**src/hw/rtl/lphs_pkg.sv**
```systemverilog
// ----------------------------------------------------------------------------
// lphs_pkg
// Shared types and constants for the linear probing hash set: table geometry,
// request and result codes, slot states, payload structs and sequencer states.
// ----------------------------------------------------------------------------
package lphs_pkg;

    // table geometry
    localparam int TABLE_DEPTH = 1024;
    localparam int KEY_WIDTH   = 32;
    localparam int IDX_W       = $clog2(TABLE_DEPTH);
    localparam int SIZE_W      = IDX_W + 1;
    localparam int CNT_W       = $clog2(KEY_WIDTH);

    // request types
    localparam logic [1:0] OP_INSERT = 2'd0;
    localparam logic [1:0] OP_ERASE  = 2'd1;
    localparam logic [1:0] OP_FIND   = 2'd2;
    localparam logic [1:0] OP_NONE   = 2'd3;

    // result codes
    localparam logic [1:0] RC_INSERTED = 2'd0;
    localparam logic [1:0] RC_FULL     = 2'd1;
    localparam logic [1:0] RC_HIT      = 2'd2;
    localparam logic [1:0] RC_MISS     = 2'd3;

    // slot states
    localparam logic [1:0] SLOT_UNUSED = 2'd0;
    localparam logic [1:0] SLOT_INUSE  = 2'd1;
    localparam logic [1:0] SLOT_TOMB   = 2'd2;

    // request payload
    typedef struct packed {
        logic [1:0]           req_type;
        logic [KEY_WIDTH-1:0] key_value;
    } t_lphs_req;

    // result payload
    typedef struct packed {
        logic [1:0]        result_code;
        logic [IDX_W-1:0]  slot_index;
        logic [SIZE_W-1:0] removed_count;
        logic [SIZE_W-1:0] occupied_count;
    } t_lphs_rsp;

    // slot store access
    typedef struct packed {
        logic                 rd_en;
        logic [IDX_W-1:0]     addr;
        logic                 status_we;
        logic [1:0]           status_wdata;
        logic                 key_we;
        logic [KEY_WIDTH-1:0] key_wdata;
    } t_lphs_store_req;

    // sequencer states
    typedef enum logic [2:0] {
        ST_CLEAR,
        ST_IDLE,
        ST_DIV,
        ST_READ,
        ST_EVAL
    } t_lphs_state;

endpackage

```
**src/hw/rtl/lphs_div.sv**
```systemverilog
// ----------------------------------------------------------------------------
// lphs_div
// Bit-serial restoring remainder unit: key modulo table size, one key bit
// per cycle, done pulse in the cycle after the last step.
// ----------------------------------------------------------------------------
module lphs_div (
    input  logic                             i_clk,
    input  logic                             i_rst_n,
    input  logic                             i_start,
    input  logic [lphs_pkg::KEY_WIDTH-1:0]   i_dividend,
    input  logic [lphs_pkg::SIZE_W-1:0]      i_divisor,
    output logic                             o_done,
    output logic [lphs_pkg::IDX_W-1:0]       o_rem
);
    import lphs_pkg::*;

    logic                 r_run, n_run;
    logic                 r_done, n_done;
    logic [CNT_W-1:0]     r_cnt, n_cnt;
    logic [KEY_WIDTH-1:0] r_dvd, n_dvd;
    logic [SIZE_W-1:0]    r_dvs, n_dvs;
    logic [SIZE_W-1:0]    r_rem, n_rem;
    logic [SIZE_W-1:0]    trial;

    // one shift, compare and subtract step
    always_comb begin
        trial  = {r_rem[SIZE_W-2:0], r_dvd[KEY_WIDTH-1]};
        n_run  = r_run;
        n_done = 1'b0;
        n_cnt  = r_cnt;
        n_dvd  = r_dvd;
        n_dvs  = r_dvs;
        n_rem  = r_rem;
        if (i_start) begin
            n_run = 1'b1;
            n_cnt = '0;
            n_dvd = i_dividend;
            n_dvs = i_divisor;
            n_rem = '0;
        end else if (r_run) begin
            n_rem = (trial >= r_dvs) ? (trial - r_dvs) : trial;
            n_dvd = {r_dvd[KEY_WIDTH-2:0], 1'b0};
            n_cnt = r_cnt + 1'b1;
            if (r_cnt == CNT_W'(KEY_WIDTH - 1)) begin
                n_run  = 1'b0;
                n_done = 1'b1;
            end
        end
    end

    // control registers
    always_ff @(posedge i_clk) begin
        if (!i_rst_n) begin
            r_run  <= 1'b0;
            r_done <= 1'b0;
            r_cnt  <= '0;
        end else begin
            r_run  <= n_run;
            r_done <= n_done;
            r_cnt  <= n_cnt;
        end
    end

    // datapath registers
    always_ff @(posedge i_clk) begin
        r_dvd <= n_dvd;
        r_dvs <= n_dvs;
        r_rem <= n_rem;
    end

    assign o_done = r_done;
    assign o_rem  = r_rem[IDX_W-1:0];

endmodule

```
**config.mk**
```make
export PLATFORM = sky130hd
export DESIGN_NAME = lphs_div
export DESIGN_NICKNAME = d
export VERILOG_FILES = /design/src/hw/rtl/lphs_pkg.sv /design/src/hw/rtl/lphs_div.sv
export SDC_FILE = /design/constraint.sdc
export NUM_CORES = 1
export LEC_CHECK = 0
export ABC_CLOCK_PERIOD_IN_PS = 2100
export BUFFER_PORTS_ARGS = -buffer_cell sky130_fd_sc_hd__clkbuf_2
export CAP_MARGIN = 20
export CELL_PAD_IN_SITES_DETAIL_PLACEMENT = 1
export CELL_PAD_IN_SITES_GLOBAL_PLACEMENT = 2
export CORE_ASPECT_RATIO = 1.5
export CORE_MARGIN = 1.5
export CORE_UTILIZATION = 33
export CTS_BUF_LIST = sky130_fd_sc_hd__clkbuf_16
export DETAILED_ROUTE_END_ITERATION = 12
export GPL_ROUTABILITY_DRIVEN = 1
export PLACE_DENSITY = 0.76
export SYNTH_ARGS = -nofsm -noshare
export SYNTH_HDL_FRONTEND = slang
export SYNTH_SLANG_ARGS = --single-unit
```
**constraint.sdc**
```tcl
create_clock -name i_clk -period 2.1 [get_ports i_clk]
set_input_delay 0.42 -clock i_clk [delete_from_list [all_inputs] [get_ports i_clk]]
set_output_delay 0.42 -clock i_clk [all_outputs]
set_load 0.05 [all_outputs]
```
==> results of run 1 <==
per-stage QoR:
stage / setup TNS (ns) / setup WS (ns) / cells / total power [uW] / util
after floorplan: 0 / 0.0320 / 224 / 1750 / -
after global placement: 0 / 0.0266 / 393 / 1900 / 0.403
after detailed placement: -0.121 / -0.0823 / 393 / 1910 / 0.403
after CTS: 0 / 0.000432 / 410 / 3300 / 0.438
after global routing: -0.114 / -0.0758 / 416 / 3460 / 0.462
final: 0 / 0.0381 / 416 / 3320 / 0.462
critical path, delay by kind of cell (launching register included):
kind,cells,cell delay (ns)
xor gates and xnor gates,1,0.18
AOI/OAI and AO/OA,4,0.60
DFF,1,0.40
buffers and inverters,2,0.13
adders and majority gates,2,0.51
muxes,1,0.13
cells in the final DEF, fill, tap and decap left out, types with 5 or more instances in the layout:
| cell type | netlist | layout |
|---|---|---|
| sky130_fd_sc_hd__ha_1 | 13 | 5 |
| sky130_fd_sc_hd__inv_1 | 15 | 11 |
| sky130_fd_sc_hd__nor2_1 | 13 | 13 |
| sky130_fd_sc_hd__mux2i_1 | 9 | 9 |
| sky130_fd_sc_hd__dfxtp_2 | 0 | 10 |
| sky130_fd_sc_hd__ha_4 | 0 | 7 |
| sky130_fd_sc_hd__a21oi_1 | 9 | 5 |
| sky130_fd_sc_hd__buf_4 | 0 | 18 |
| sky130_fd_sc_hd__mux2_2 | 31 | 31 |
| sky130_fd_sc_hd__clkbuf_2 | 0 | 56 |
| sky130_fd_sc_hd__o21ai_1 | 6 | 6 |
| sky130_fd_sc_hd__xnor2_1 | 6 | 5 |
| sky130_fd_sc_hd__dfxtp_1 | 17 | 7 |
| sky130_fd_sc_hd__clkbuf_16 | 0 | 9 |
| sky130_fd_sc_hd__edfxtp_1 | 43 | 43 |
| sky130_fd_sc_hd__a21oi_2 | 2 | 5 |
| sky130_fd_sc_hd__nand2_1 | 11 | 10 |
where the power goes:
group	total [uW]	internal, uW	switching [uW]
Clock	1350	802	550
Combinational	538	263	274
Sequential	1430	1390	44.5
area by class of cell:
class                      count  area [um^2]
tap                          107          134
clock buffer                   9          225
sequential                    60         1640
inverter                      15         60.1
timing repair buffer          76          447
fill                         907         4550
clock inverter                 7         52.6
multi-input combinational    142         1350
timing repair:
action                                  in CTS  in global routing
endpoints found under the setup margin       4                  8
gates cloned                                 0                  0
endpoints found under the hold margin        0                  0
pin swaps                                    0                 20
setup buffers                                1                  6
gates resized for setup                      4                 29
path summary, 6_finish.rpt:
check             depth (start not counted)         start       end  slack (ns)
hold / removal                            1  i_divisor[3]  r_dvs[3]        0.26
hold reg to reg                           2      r_rem[2]  r_rem[2]        0.49
setup / recovery                         10     r_dvd[31]  r_rem[8]        0.04
setup reg to reg                         10     r_dvd[31]  r_rem[8]        0.04
logic make-up after synthesis:
family / Yosys count / synth area share
AO/OA/AOI/OAI: 36 / 0.0869
XOR/XNOR: 10 / 0.0303
adder cells (fa/ha/maj): 14 / 0.0631
buffers and inverters: 22 / 0.0285
flip-flops: 60 / 0.564
multiplexers: 41 / 0.157
AND/OR/NAND/NOR: 41 / 0.0705
flip-flops by register name, indices dropped and copies added (netlist names):
name and count:
r_cnt 5, r_dvs 11, o_done 1, r_run 1, r_dvd 32, r_rem 10
routing by layer:
layer | up-vias | share of wire | global-route usage
li1 | 986 | - | -
met1 | 960 | 0.39 | 0.169
met2 | 47 | 0.55 | 0.269
met3 | 12 | 0.044 | 0.0395
met4 | 0 | 0.024 | 0.0757
met5 | - | 0 | 0
==> results.toml, run 1 <==
[routing]
route.final.wire_length_mm = 6.66
drc_errors = 0
detailroute.via_count = 2005
detail_route.vias_per_cell = 4.82
wl_per_cell_um = 16.0
iteration_count_of_the_initial_detailed_routing_pass = 4
initialDrtViolationCount = 74
detail-route-antenna-nets = 0

[timing]
layout_min_cycle_time_ns = 2.06
worst_tran_pin_value_ns = 0.410
timing.final.hold_violations = 0
rsz0062_at_grt = "yes"
number_of_setup_violations_in_the_final_report = 0
fin_worst_hold_slack_ns = 0.261
final.setup_skew_ns = 0.00498
max_slew_margin = 0.727
period_share = 0.982
maxClockFrequency_mhz = 485
timing_max_transition_violations_final = 0

[place]
finalWeightedCongestion = 0.784
placement.cell_area_um2 = 3410
quantity_of_i_o_buffers_inserted_on_ports = 56
post-dp-hpwl_mm = 4.68

[floorplan]
die-width_um = 79.5
num_rows = 41
design.core.area_um2 = 8460
effective_utilization_at_floorplan = 0.342
y_dimension_of_the_die_um = 118
die-area_um2 = 9350
top_level_ports = 57

[cts]
tritoncts_num_sinks = 60
clk_path_buf_depth = 2
clock_insertion_delay_worst_skew_ns = 0.33
numCtsBuffers = 9
path_clk_slew_ns = 0.05
cts_tree = "done"
cts.root.buffer_cell = "sky130_fd_sc_hd__clkbuf_16"
cts-hold-fix-buffers = 0
htreeDepth = 3

[yosys]
netlist-cell-type-count = 39
synth-main-ff-cell = "sky130_fd_sc_hd__edfxtp_1"
nets_in_the_synthesized_netlist = 284
synthArstFlopShare = 0
yosys_warnings = 0
synth.most_common_cell = "sky130_fd_sc_hd__edfxtp_1"
synth-edff-count = 43
syn_area_per_cell_um2 = 12.9
syn_area_um2 = 2890
synth_top_area_frac = 0.446
synthesis.instances = 224
synth-seq-area-share = 0.564
synthTopCellsByArea = "sky130_fd_sc_hd__edfxtp_1, sky130_fd_sc_hd__mux2_2, sky130_fd_sc_hd__dfxtp_1"
cell_accounting_for_the_most_synthesized_area = "sky130_fd_sc_hd__edfxtp_1"
synth.top_cells.by_count = "sky130_fd_sc_hd__edfxtp_1, sky130_fd_sc_hd__mux2_2, sky130_fd_sc_hd__dfxtp_1, sky130_fd_sc_hd__inv_1"
synth.ff_latch_count = 60

[final_layout]
post_route_cells_drive_above_1_share = 0.528
num_antenna_cells = 0
post_synthesis_to_final_layout_area_growth_pct = 35.2
num-nets-final = 364
postLayoutCellArea_um2 = 3910

[setup_path]
required_ns = 2.31
timing.critical_path.fanout_max = 3
worst-setup-path-type = "reg -> reg"
crit_slowest_cell = "sky130_fd_sc_hd__edfxtp_1"
max_stage_delay_ns = 0.40
crit_path_end_kind = "register"
critical_path.startpoint_type = "register"
crit_path_frequent_cell = "sky130_fd_sc_hd__inv_2"
crit_chain = "inv_2 > ha_4 > inv_2 > fa_2 > a21o_1 > a21oi_2 > o211ai_1 > xor2_1 > mux2i_1 > o21ai_1"
data_arrival_time_of_the_critical_path_ns = 2.27

[global_routing]
sum_of_overflow_across_all_layers_after_global_routing = 0
grt_max_degree = 53
vias_in_the_first_global_route = 2190
grtUsageTotal = 0.154
antenna_violations_before_repair = 0
grt_first_pass_wirelength_mm = 10.8

[power_and_ir_drop]
leakage_uw = 0.00160
powerDensity_nw_per_um2 = 849
worst_ir_drop_on_vdd_v = 0.000504

[run_status]
outcome = "finished, final reports clean"

[min_path]
hold_path_class = "in -> reg"

[run]
cap_viol_max_count = 0
(Power assumes the default switching activity.)
==> run 2, diff against run 1 <==
--- a/config.mk
+++ b/config.mk
@@ -17,6 +17,7 @@
 export DETAILED_ROUTE_END_ITERATION = 12
 export GPL_ROUTABILITY_DRIVEN = 1
 export PLACE_DENSITY = 0.76
+export SETUP_SLACK_MARGIN = 0.5
 export SYNTH_ARGS = -nofsm -noshare
 export SYNTH_HDL_FRONTEND = slang
 export SYNTH_SLANG_ARGS = --single-unit
==> run 2 against run 1 <==
  * Register-to-register slack gained 0.05 ns
  * Critical path depth did not move
  * Worst hold slack gained 0.011 ns
  * Cell area rose by 2.0%
  * Worst setup slack better by 0.053 ns
  * Global-route usage is 0.54 points higher
  * Via count rose by 0.65%
  * Power rose by 2.3%
  * Clock-buffer cell count is the same
  * Clock power increased by 4%
  * Critical endpoint is now r_rem[4]
==> results.toml, run 2 (synthesis gave the netlist of run 1 again) <==
[routing]
drc_errors = 0
route.layer.met1.wl_mm = 2.49
top_layer_used = "met4"
wl_per_cell_um = 16.1
detail-route-antenna-nets = 0
routed-wl-met2_mm = 3.70
detail_route.vias_per_cell = 4.84
iteration_count_of_the_initial_detailed_routing_pass = 4
route.final.wire_length_mm = 6.71
initialDrtViolationCount = 46
met3RoutedLength_um = 280
detailroute.via_count = 2018

[timing]
period_share = 0.956
fin_setup_tns_ns = 0
worst_tran_pin_value_ns = 0.419
timing.final.hold_violations = 0
rsz0062_at_grt = "yes"
number_of_setup_violations_in_the_final_report = 0
layout_min_cycle_time_ns = 2.01
maxClockFrequency_mhz = 498
timing_max_transition_violations_final = 0
final.setup.worst_slack_ns = 0.0916
max_slew_margin = 0.720
final.setup_skew_ns = 0.00343

[min_path]
cell_count_of_the_worst_hold_path = 1
worstHoldStart = "i_divisor[6]"
hold_path_class = "in -> reg"
endpoint_of_the_worst_hold_path = "r_dvs[6]"

[floorplan]
design.core.area_um2 = 8460
die-area_um2 = 9350
num_rows = 41
top_level_ports = 57
y_dimension_of_the_die_um = 118
die-width_um = 79.5
effective_utilization_at_floorplan = 0.342

[setup_path]
required_ns = 2.33
crit_chain = "inv_2 > ha_4 > inv_2 > fa_2 > a21o_1 > a21oi_2 > buf_4 > xnor2_1 > mux2i_2 > a211oi_1"
max_stage_delay_ns = 0.37
worst-setup-path-type = "reg -> reg"
ff2ff_path_depth = 10
crit_path_end_kind = "register"
rrSetupSlack_ns = 0.09
critical_path.startpoint_type = "register"
crit_slowest_cell = "sky130_fd_sc_hd__edfxtp_1"
crit_path_frequent_cell = "sky130_fd_sc_hd__inv_2"
regToRegStartpoint = "r_dvd[31]"
r2r-end = "r_rem[4]"
data_arrival_time_of_the_critical_path_ns = 2.24
timing.critical_path.fanout_max = 3
critical-path-top-delay-family = "compound AO/OA/AOI/OAI gates"
critPathBufInv = 3

[final_layout]
num_antenna_cells = 0
postLayoutCellArea_um2 = 3990
layout_commonest_cell = "sky130_fd_sc_hd__clkbuf_2"
most-common-layout-cells = "sky130_fd_sc_hd__clkbuf_2, sky130_fd_sc_hd__edfxtp_1, sky130_fd_sc_hd__mux2_2"
reg_top3 = "r_dvd: 32 flops, r_dvs: 11 flops, r_rem: 10 flops"
finalNonFillerCells = 417
num-nets-final = 365
postLayoutCoreUtil = 0.472
post_route_cells_drive_above_1_share = 0.568
largest_reg_flops = 32
regMostFlops = "r_dvd"
post_synthesis_to_final_layout_area_growth_pct = 38.0

[cts]
numCtsBuffers = 9
clk_path_buf_depth = 2
tritoncts_num_sinks = 60
cts.root.buffer_cell = "sky130_fd_sc_hd__clkbuf_16"
cts-hold-fix-buffers = 0
clock_insertion_delay_worst_skew_ns = 0.33
path_clk_slew_ns = 0.05
cts_tree = "done"
htreeDepth = 3

[place]
placement.cell_area_um2 = 3470
quantity_of_i_o_buffers_inserted_on_ports = 56
dp_cells = 385
finalWeightedCongestion = 0.834
post-dp-hpwl_mm = 4.82
pre_cts_slack_ns = 0.0535

[global_routing]
sum_of_overflow_across_all_layers_after_global_routing = 0
vias_in_the_first_global_route = 2221
grt_first_pass_wirelength_mm = 11.1
antenna_violations_before_repair = 0
grtUsageTotal = 0.160
grt_max_degree = 33

[power_and_ir_drop]
leakage_uw = 0.00158
powerDensity_nw_per_um2 = 850
worst_ir_drop_on_vdd_v = 0.000592

[run_status]
outcome = "finished, final reports clean"

[run]
cap_viol_max_count = 0
-- run 2: cell types whose count changed in the layout (fill, tap and decap cells not counted), sizes merged --
cell,change
clkinv,-1
bufinv,+1
buf,+1
-- run 2: worst max path at each step --
| stage | endpoint | startpoint | slack, ns | depth (start not counted) |
|---|---|---|---|---|
| floorplan | r_rem[0] | r_rem[1] | 0.18 | 7 |
| global placement | r_rem[8] | r_dvd[31] | 0.08 | 10 |
| detailed placement | r_rem[6] | r_dvs[7] | 0.05 | 9 |
| CTS | r_rem[0] | r_dvs[4] | 0.05 | 9 |
| global route | r_rem[0] | r_dvs[7] | -0.02 | 9 |
| finish | r_rem[4] | r_dvd[31] | 0.09 | 10 |
-- run 2: final cells by class --
class	count	area (um^2)
inverters	15	60.1
flip-flops and latches	60	1670
clock inverters	7	60.1
multi-input cells	142	1400
clock buffers	9	225
fillers	896	4470
repair buffers	77	449
well taps	107	134
-- run 2: repair_timing --
| item | CTS | global route |
|---|---|---|
| setup buffers | 10 | 6 |
| endpoints found under the setup margin | 10 | 10 |
| gates resized for setup | 15 | 17 |
| pin swaps | 10 | 15 |
-- run 2: report_power, final --
part	internal (uW)	switching, uW
clock	901	504
combinational	278	286
sequential	1380	46.0
total	2560	836
-- run 2: layer usage --
layer,global-route usage,up-vias
li1,-,982
met1,0.163,966
met2,0.279,52
met3,0.0372,18
met4,0.109,0
met5,0,-
-- run 2: metrics by stage --
step	power, uW	hold slack (ns)
floorplan	1780	0.467
global placement	1910	0.477
detailed placement	1930	0.479
CTS	3400	0.260
global route	3540	0.263
finish	3400	0.271
